===== src/design/itrd_pkg.sv =====
// ============================================================================
// itrd_pkg: shared types and constants for the radix digit converter
// Holds the controller state type, the command and status bundles between
// controller and datapath, the ASCII constants and the digit encoder.
// ============================================================================
package itrd_pkg;

    localparam int DATA_IN_W     = 72;
    localparam int DATA_OUT_W    = 8;
    localparam int RADIX_W       = 6;
    localparam int DIGIT_W       = 6;
    localparam int CHAR_W        = 7;
    localparam int DIV_STEP_BITS = 4;

    localparam int FIELD_VALUE_LSB  = 0;
    localparam int FIELD_RADIX_LSB  = 64;
    localparam int FIELD_SIGNED_BIT = 70;
    localparam int FIELD_UPPER_BIT  = 71;

    localparam logic [RADIX_W-1:0] RADIX_MIN     = 6'd2;
    localparam logic [RADIX_W-1:0] RADIX_MAX     = 6'd36;
    localparam logic [RADIX_W-1:0] RADIX_DECIMAL = 6'd10;

    localparam logic [CHAR_W-1:0] CHAR_ZERO      = 7'h30;
    localparam logic [CHAR_W-1:0] CHAR_UPPER_OFS = 7'h37;
    localparam logic [CHAR_W-1:0] CHAR_LOWER_OFS = 7'h57;
    localparam logic [CHAR_W-1:0] CHAR_MINUS     = 7'h2D;
    localparam logic [DIGIT_W-1:0] DIGIT_NINE    = 6'd9;

    typedef enum logic [2:0] {
        ST_IDLE,
        ST_START,
        ST_DIVIDE,
        ST_MINUS,
        ST_FETCH,
        ST_PUSH
    } itrd_state_t;

    typedef struct packed {
        logic load;
        logic div_start;
        logic store;
        logic out_minus;
        logic out_digit;
        logic ptr_dec;
    } itrd_cmd_t;

    typedef struct packed {
        logic div_done;
        logic quot_zero;
        logic minus;
        logic ptr_zero;
        logic out_free;
    } itrd_status_t;

    function automatic logic [CHAR_W-1:0] digit_char(input logic [DIGIT_W-1:0] d,
                                                     input logic upper);
        logic [CHAR_W-1:0] ofs;
        if (d > DIGIT_NINE) begin
            ofs = upper ? CHAR_UPPER_OFS : CHAR_LOWER_OFS;
        end else begin
            ofs = CHAR_ZERO;
        end
        return CHAR_W'(ofs + CHAR_W'(d));
    endfunction

endpackage


===== src/design/itrd_div.sv =====
// ============================================================================
// itrd_div: iterative divider by a small base
// Restoring division of a padded magnitude by a 6-bit base, a few quotient
// bits per cycle. The quotient replaces the dividend in the shift register.
// ============================================================================
module itrd_div
    import itrd_pkg::*;
#(
    parameter int PAD_W = 64
) (
    input  logic                 aclk,
    input  logic                 aresetn,
    input  logic                 start,
    input  logic [PAD_W-1:0]     dividend,
    input  logic [RADIX_W-1:0]   divisor,
    output logic                 done,
    output logic [PAD_W-1:0]     quotient,
    output logic [DIGIT_W-1:0]   remainder
);

    localparam int NumSteps = PAD_W / DIV_STEP_BITS;
    localparam int CntW     = $clog2(NumSteps + 1);

    logic [PAD_W-1:0]   sh_reg,   sh_next;
    logic [DIGIT_W:0]   rem_reg,  rem_next;
    logic [RADIX_W-1:0] div_reg;
    logic [CntW-1:0]    cnt_reg;
    logic               busy_reg;
    logic               done_reg;
    logic [DIGIT_W:0]   trial;

    // Each pass shifts one dividend bit into the partial remainder and
    // subtracts the base where it fits; the remainder stays below the base.
    always_comb begin
        sh_next  = sh_reg;
        rem_next = rem_reg;
        trial    = '0;
        for (int i = 0; i < DIV_STEP_BITS; i++) begin
            trial   = {rem_next[DIGIT_W-1:0], sh_next[PAD_W-1]};
            sh_next = {sh_next[PAD_W-2:0], 1'b0};
            if (trial >= {1'b0, div_reg}) begin
                trial      = trial - {1'b0, div_reg};
                sh_next[0] = 1'b1;
            end
            rem_next = trial;
        end
    end

    always_ff @(posedge aclk) begin
        if (start) begin
            sh_reg  <= dividend;
            rem_reg <= '0;
            div_reg <= divisor;
        end else if (busy_reg) begin
            sh_reg  <= sh_next;
            rem_reg <= rem_next;
        end
    end

    always_ff @(posedge aclk) begin
        if (!aresetn) begin
            busy_reg <= 1'b0;
            cnt_reg  <= '0;
            done_reg <= 1'b0;
        end else begin
            done_reg <= busy_reg && (cnt_reg == CntW'(1));
            if (start) begin
                busy_reg <= 1'b1;
                cnt_reg  <= CntW'(NumSteps);
            end else if (busy_reg) begin
                cnt_reg  <= cnt_reg - CntW'(1);
                busy_reg <= (cnt_reg != CntW'(1));
            end
        end
    end

    assign done      = done_reg;
    assign quotient  = sh_reg;
    assign remainder = rem_reg[DIGIT_W-1:0];

    a_start_busy : assert property (@(posedge aclk) disable iff (!aresetn)
        start |=> busy_reg)
        else $error("divider did not start");

    a_done_idle : assert property (@(posedge aclk) disable iff (!aresetn)
        done_reg |-> !busy_reg)
        else $error("divider reported done while still busy");

endmodule


===== src/design/itrd_dpath.sv =====
// ============================================================================
// itrd_dpath: datapath of the radix digit converter
// Forms the magnitude and clamped base, runs the divider, keeps the digit
// store and drives the output character register.
// ============================================================================
module itrd_dpath
    import itrd_pkg::*;
#(
    parameter int VALUE_WIDTH = 64
) (
    input  logic                  aclk,
    input  logic                  aresetn,
    input  itrd_cmd_t             cmd,
    output itrd_status_t          status,
    input  logic [DATA_IN_W-1:0]  in_data,
    output logic                  out_valid,
    input  logic                  out_ready,
    output logic [CHAR_W-1:0]     out_char,
    output logic                  out_last
);

    localparam int PadW =
        ((VALUE_WIDTH + DIV_STEP_BITS - 1) / DIV_STEP_BITS) * DIV_STEP_BITS;
    localparam int IdxW = $clog2(VALUE_WIDTH);

    logic [VALUE_WIDTH-1:0] in_value;
    logic [RADIX_W-1:0]     in_radix;
    logic                   in_negative;
    logic [VALUE_WIDTH-1:0] in_magnitude;
    logic [RADIX_W-1:0]     base_next;

    logic [PadW-1:0]        mag_reg;
    logic [RADIX_W-1:0]     base_reg;
    logic                   upper_reg;
    logic                   minus_reg;
    logic [IdxW-1:0]        wr_ptr_reg;
    logic [IdxW-1:0]        rd_ptr_reg;
    logic [DIGIT_W-1:0]     rd_data_reg;
    logic [DIGIT_W-1:0]     digit_mem [VALUE_WIDTH];

    logic                   out_valid_reg;
    logic [CHAR_W-1:0]      out_char_reg;
    logic                   out_last_reg;

    logic                   div_done;
    logic [PadW-1:0]        div_quot;
    logic [DIGIT_W-1:0]     div_rem;

    assign in_value     = in_data[FIELD_VALUE_LSB +: VALUE_WIDTH];
    assign in_radix     = in_data[FIELD_RADIX_LSB +: RADIX_W];
    assign in_negative  = in_data[FIELD_SIGNED_BIT] && in_value[VALUE_WIDTH-1];
    // The most negative value negates onto itself, which is its magnitude.
    assign in_magnitude = in_negative ? VALUE_WIDTH'(~in_value + 1'b1) : in_value;

    always_comb begin
        if (in_radix < RADIX_MIN) begin
            base_next = RADIX_MIN;
        end else if (in_radix > RADIX_MAX) begin
            base_next = RADIX_MAX;
        end else begin
            base_next = in_radix;
        end
    end

    itrd_div #(
        .PAD_W (PadW)
    ) u_div (
        .aclk      (aclk),
        .aresetn   (aresetn),
        .start     (cmd.div_start),
        .dividend  (mag_reg),
        .divisor   (base_reg),
        .done      (div_done),
        .quotient  (div_quot),
        .remainder (div_rem)
    );

    always_ff @(posedge aclk) begin
        if (cmd.load) begin
            mag_reg   <= PadW'(in_magnitude);
            base_reg  <= base_next;
            upper_reg <= in_data[FIELD_UPPER_BIT];
        end else if (cmd.store) begin
            mag_reg <= div_quot;
        end
    end

    always_ff @(posedge aclk) begin
        if (cmd.store) begin
            digit_mem[wr_ptr_reg] <= div_rem;
        end
        rd_data_reg <= digit_mem[rd_ptr_reg];
    end

    always_ff @(posedge aclk) begin
        if (!aresetn) begin
            minus_reg  <= 1'b0;
            wr_ptr_reg <= '0;
            rd_ptr_reg <= '0;
        end else begin
            if (cmd.load) begin
                minus_reg  <= in_negative && (base_next == RADIX_DECIMAL);
                wr_ptr_reg <= '0;
            end else if (cmd.store) begin
                wr_ptr_reg <= wr_ptr_reg + IdxW'(1);
            end
            if (cmd.store) begin
                rd_ptr_reg <= wr_ptr_reg;
            end else if (cmd.ptr_dec) begin
                rd_ptr_reg <= rd_ptr_reg - IdxW'(1);
            end
        end
    end

    always_ff @(posedge aclk) begin
        if (!aresetn) begin
            out_valid_reg <= 1'b0;
        end else if (cmd.out_minus || cmd.out_digit) begin
            out_valid_reg <= 1'b1;
        end else if (out_ready) begin
            out_valid_reg <= 1'b0;
        end
    end

    always_ff @(posedge aclk) begin
        if (cmd.out_minus) begin
            out_char_reg <= CHAR_MINUS;
            out_last_reg <= 1'b0;
        end else if (cmd.out_digit) begin
            out_char_reg <= digit_char(rd_data_reg, upper_reg);
            out_last_reg <= (rd_ptr_reg == '0);
        end
    end

    assign status.div_done  = div_done;
    assign status.quot_zero = (div_quot == '0);
    assign status.minus     = minus_reg;
    assign status.ptr_zero  = (rd_ptr_reg == '0);
    assign status.out_free  = !out_valid_reg || out_ready;

    assign out_valid = out_valid_reg;
    assign out_char  = out_char_reg;
    assign out_last  = out_last_reg;

    a_out_load : assert property (@(posedge aclk) disable iff (!aresetn)
        (cmd.out_minus || cmd.out_digit) |=> out_valid_reg)
        else $error("output register not loaded");

endmodule


===== src/design/itrd_ctrl.sv =====
// ============================================================================
// itrd_ctrl: controller of the radix digit converter
// Sequences input transfer, one division per digit, the optional minus sign
// and the read-back of the stored digits, most significant first.
// ============================================================================
module itrd_ctrl
    import itrd_pkg::*;
(
    input  logic          aclk,
    input  logic          aresetn,
    input  logic          in_valid,
    output logic          in_ready,
    input  itrd_status_t  status,
    output itrd_cmd_t     cmd
);

    itrd_state_t state_reg, state_next;

    always_ff @(posedge aclk) begin
        if (!aresetn) begin
            state_reg <= ST_IDLE;
        end else begin
            state_reg <= state_next;
        end
    end

    always_comb begin
        state_next = state_reg;
        cmd        = '0;
        in_ready   = 1'b0;
        unique case (state_reg)
            ST_IDLE: begin
                in_ready = 1'b1;
                if (in_valid) begin
                    cmd.load   = 1'b1;
                    state_next = ST_START;
                end
            end
            ST_START: begin
                cmd.div_start = 1'b1;
                state_next    = ST_DIVIDE;
            end
            ST_DIVIDE: begin
                if (status.div_done) begin
                    cmd.store = 1'b1;
                    if (!status.quot_zero) begin
                        state_next = ST_START;
                    end else if (status.minus) begin
                        state_next = ST_MINUS;
                    end else begin
                        state_next = ST_FETCH;
                    end
                end
            end
            ST_MINUS: begin
                if (status.out_free) begin
                    cmd.out_minus = 1'b1;
                    state_next    = ST_FETCH;
                end
            end
            ST_FETCH: begin
                // The digit store read takes this cycle.
                state_next = ST_PUSH;
            end
            ST_PUSH: begin
                if (status.out_free) begin
                    cmd.out_digit = 1'b1;
                    if (status.ptr_zero) begin
                        state_next = ST_IDLE;
                    end else begin
                        cmd.ptr_dec = 1'b1;
                        state_next  = ST_FETCH;
                    end
                end
            end
            default: begin
                state_next = ST_IDLE;
            end
        endcase
    end

    a_load_start : assert property (@(posedge aclk) disable iff (!aresetn)
        cmd.load |=> (state_reg == ST_START))
        else $error("accepted transfer did not start a division");

    a_out_free : assert property (@(posedge aclk) disable iff (!aresetn)
        (cmd.out_digit || cmd.out_minus) |-> status.out_free)
        else $error("output register overwritten");

endmodule


===== src/design/integer_to_radix_digits.sv =====
// ============================================================================
// integer_to_radix_digits: ASCII digits of an integer in base 2 to 36
// Digits: each digit takes one division in the shared divider, which retires
//   four quotient bits a cycle.
// Transfers: a new transfer is taken only once the last character of the
//   previous one is in the output register; each digit is read back through
//   the digit store read and the output register.
// Reset: aresetn clears the controller, pointers and output valid; the
//   digit store is not cleared, each conversion writes before it reads.
// ============================================================================
module integer_to_radix_digits
    import itrd_pkg::*;
#(
    parameter int VALUE_WIDTH = 64
) (
    input  logic                  aclk,
    input  logic                  aresetn,
    input  logic                  s_axis_tvalid,
    output logic                  s_axis_tready,
    // value_bits[63:0], radix[69:64], is_signed[70], upper_case[71]
    input  logic [DATA_IN_W-1:0]  s_axis_tdata,
    output logic                  m_axis_tvalid,
    input  logic                  m_axis_tready,
    // character[6:0], zero[7]
    output logic [DATA_OUT_W-1:0] m_axis_tdata,
    output logic                  m_axis_tlast
);

    itrd_cmd_t         cmd;
    itrd_status_t      status;
    logic [CHAR_W-1:0] out_char;

    itrd_ctrl u_ctrl (
        .aclk     (aclk),
        .aresetn  (aresetn),
        .in_valid (s_axis_tvalid),
        .in_ready (s_axis_tready),
        .status   (status),
        .cmd      (cmd)
    );

    itrd_dpath #(
        .VALUE_WIDTH (VALUE_WIDTH)
    ) u_dpath (
        .aclk      (aclk),
        .aresetn   (aresetn),
        .cmd       (cmd),
        .status    (status),
        .in_data   (s_axis_tdata),
        .out_valid (m_axis_tvalid),
        .out_ready (m_axis_tready),
        .out_char  (out_char),
        .out_last  (m_axis_tlast)
    );

    assign m_axis_tdata = DATA_OUT_W'(out_char);

endmodule


===== config.mk =====
export PLATFORM = sky130hd
export DESIGN_NAME = integer_to_radix_digits
export DESIGN_NICKNAME = d
export VERILOG_FILES = /design/src/design/itrd_pkg.sv /design/src/design/itrd_div.sv /design/src/design/itrd_dpath.sv /design/src/design/itrd_ctrl.sv /design/src/design/integer_to_radix_digits.sv
export SDC_FILE = /design/constraint.sdc
export NUM_CORES = 1
export LEC_CHECK = 0
export BUFFER_PORTS_ARGS = -buffer_cell sky130_fd_sc_hd__clkbuf_2
export CAP_MARGIN = 25
export CORE_MARGIN = 8
export CORE_UTILIZATION = 58
export CTS_BUF_LIST = sky130_fd_sc_hd__clkbuf_4 sky130_fd_sc_hd__clkbuf_8 sky130_fd_sc_hd__clkbuf_16
export CTS_CLUSTER_DIAMETER = 50
export CTS_CLUSTER_SIZE = 40
export DETAILED_ROUTE_END_ITERATION = 10
export PLACE_DENSITY = 0.75
export RECOVER_POWER = 50
export SLEW_MARGIN = 30
export SYNTH_ARGS = -nofsm -noshare
export SYNTH_HDL_FRONTEND = slang
export SYNTH_SLANG_ARGS = --single-unit

===== constraint.sdc =====
create_clock -name aclk -period 13.34 [get_ports aclk]
set_clock_uncertainty 0.1 [all_clocks]
set_input_delay 1.334 -clock aclk [delete_from_list [all_inputs] [get_ports aclk]]
set_output_delay 1.334 -clock aclk [all_outputs]
set_load 0.05 [all_outputs]

==> reports/metrics.cfg <==
[run_status]
status=complete, but fails checks
violations=max-capacitance violations, max-slew violations

[timing]
max_freq_mhz=99.6
finalCriticalPeriod_ns=10.04
slew_viol_final=515
setup_viol_count_final=0
whs_ns=0.321
worst_slack_ns=3.30
rsz0062_at_grt=no
min_period_over_period_pct=75.3
maxSlewHeadroom_pct=-146
tns_ns=0
hold_violations=0
tightestPinTransition_ns=3.70

[routing]
drt-met1-wl_um=23700
first_iter_violations=1600
via_per_inst=6.24
routed_wl_um=59200
route.met2.wl_um=29300
drt_first_pass_iters=6
drtAntennaViolNets=0
wl_per_cell_um=23.7
vias=15600
routed.top_layer=met5
met3_length_um=4510
route.detailed.drc=0

[global_route]
groute.usage.overall_pct=23.3
grt_max_degree=85
overflow=0
antenna_found_initial=1
grt_pass1_vias=15500
grt_pass1_wl_um=90500

[final_layout]
num_antenna_cells=0
layout-drive-gt1-share_pct=15.9
area_growth_pct=9.84
layout.nets=1994
final_cell_mix=edfxtp_1, nand2_1, nor2_1
design_area_um2=28000
largest_reg_flops=384
final_common_cell=edfxtp_1
fin_cells=2498
fin_util_pct=64.8

[power]
p_leak_nw=9.46
peakVddDrop_v=0.000292
fin_total_pwr_mw=5.53
p_per_area_nw_per_um2=198

[placed_design]
portBuffers=85
place_area_um2=26400
dp_hpwl_um=38600
place_congestion=0.885
dp_cells=2419
dp_slack_ns=4.05

[clock_tree]
cts_max_level=2
cts_buffer_depth=3
cts_num_sinks=569
clk_pin_slew_ns=0.08
cts_setup_buffers=0
post_cts_resized=0
cts_root_buffer=clkbuf_16
ctsHoldBuffers=0
clkLatencyLatePin_ns=0.60
cts_tree=done
cts_inserted_buffers=43

[worst_setup_path]
startpoint=u_dpath.u_div.rem_reg[1]
worstPathArrival_ns=10.43
crit_fanout=66
crit_type=reg2reg
critical_path_required_ns=13.73
r2r_start=u_dpath.u_div.rem_reg[1]
cp-end-kind=flip-flop
start_kind=flip-flop

[synth]
synth_seq_area_share_pct=65.4
synth_fp_nets=1932
syn_area_um2=25500
synthArstFlopShare_pct=0
ys_dominant_reg_cell=edfxtp_1
yosys_warnings=0
synth-edff-count=525
synthCells=1817
ys_ff_latch=569
synth_cell_type_count=77
avgSynthCellArea_um2=14.0

[floorplan]
die_area_um2=50900
ios=87
die_w_um=226
core_region_area_um2=43200
rows=76
dieHeight_um=226
initial_core_util_pct=59.0

[worst_hold_path]
hold_path.class=reg2reg
min-delay-start=u_dpath.base_reg[4]

[run]
cap_violations=8

[power breakdown]
group	internal (mW)	switching (mW)	leakage (nW)	total (mW)
clock network	0.685	0.726	0.760	1.41
registers	2.27	0.0925	5.22	2.36
logic	0.607	1.15	3.48	1.76
[worst max-delay path, cell delays in order (launching register included)]
cell,delay (ns)
dfxtp_1,0.35
clkbuf_1,2.05
mux2_2,0.51
ha_1,0.29
a21o_1,0.19
a21oi_1,0.20
o21ai_0,0.16
a221oi_1,0.62
nand2_1,0.25
o21ai_0,0.55
inv_1,0.10
ha_1,0.30
nand2b_1,0.09
a21oi_1,0.08
o41a_1,0.47
o21bai_1,0.22
a21oi_1,0.38
nor2_1,0.23
o21a_1,0.26
ha_1,0.29
nor2b_1,0.14
o21a_1,0.18
o21ai_0,0.34
a21oi_1,0.14
a311o_1,0.41
a211oi_1,0.59
nand3_1,0.15
a32o_1,0.27
[Yosys cell counts (4+ instances only)]
master / count / area share (%)
nor4_1: 22 / 0.54
mux2i_1: 21 / 0.83
nor2_1: 144 / 2.1
edfxtp_1: 525 / 62
a211oi_1: 7 / 0.21
buf_1: 18 / 0.27
clkbuf_1: 57 / 0.84
nand3b_1: 4 / 0.12
a21o_1: 9 / 0.27
o21ai_0: 88 / 1.7
fa_1: 5 / 0.39
xor2_1: 28 / 0.96
and2_1: 4 / 0.098
a22oi_1: 4 / 0.12
a21oi_1: 62 / 1.2
or2_2: 8 / 0.20
o22ai_1: 4 / 0.098
buf_2: 7 / 0.14
nor2b_1: 15 / 0.37
o41ai_1: 4 / 0.14
a221oi_1: 10 / 0.34
nand2_1: 310 / 4.6
nand2b_1: 10 / 0.25
o21a_1: 6 / 0.18
o2111ai_1: 4 / 0.14
dfxtp_1: 44 / 3.5
nand3_1: 20 / 0.39
o21ai_1: 4 / 0.079
ha_1: 34 / 1.7
a32oi_1: 4 / 0.14
o211ai_1: 6 / 0.18
mux4_2: 112 / 9.9
nand4_1: 5 / 0.12
nor3_1: 21 / 0.41
xnor2_1: 53 / 1.8
a31oi_1: 13 / 0.32
inv_1: 40 / 0.59
o31ai_1: 12 / 0.35
or3_1: 11 / 0.27
or4_1: 6 / 0.18
[layer usage]
layer  vias to the layer above  GRT usage [%]
li1                       6999              -
met1                      7783           31.6
met2                       682           38.2
met3                       125           4.12
met4                         2           7.51
met5                         -              0
[kinds of logic after synthesis]
| kind of cell | count (synthesis) | share of synthesized area (%) |
|---|---|---|
| AOI/OAI and AO/OA | 257 | 6.20 |
| muxes | 135 | 10.8 |
| buffers and inverters | 126 | 1.91 |
| other | 1 | 0.0147 |
| and+or+nand+nor | 608 | 10.8 |
| xor gates and xnor gates | 81 | 2.79 |
| DFF | 569 | 65.4 |
| adders and majority gates | 40 | 2.10 |
[final timing paths]
| check | endpoint | slack, ns | cells after the start |
|---|---|---|---|
| worst min register to register | u_dpath.u_div.div_reg[4] | 0.32 | 0 |
| worst max register to register | u_dpath.u_div.rem_reg[0] | 3.30 | 27 |
| worst max-delay path | u_dpath.u_div.rem_reg[0] | 3.30 | 27 |
| worst min-delay path | u_dpath.u_div.div_reg[4] | 0.32 | 0 |
[cell type report]
cell class | instances | area (um2)
Inverter | 43 | 161
Sequential cell | 569 | 16700
Clock inverter | 32 | 428
Clock buffer | 47 | 1140
Multi-Input combinational cell | 1122 | 8350
Fill cell | 3130 | 15200
Tap cell | 585 | 732
Timing Repair Buffer | 100 | 500
(Power assumes the default switching activity.)
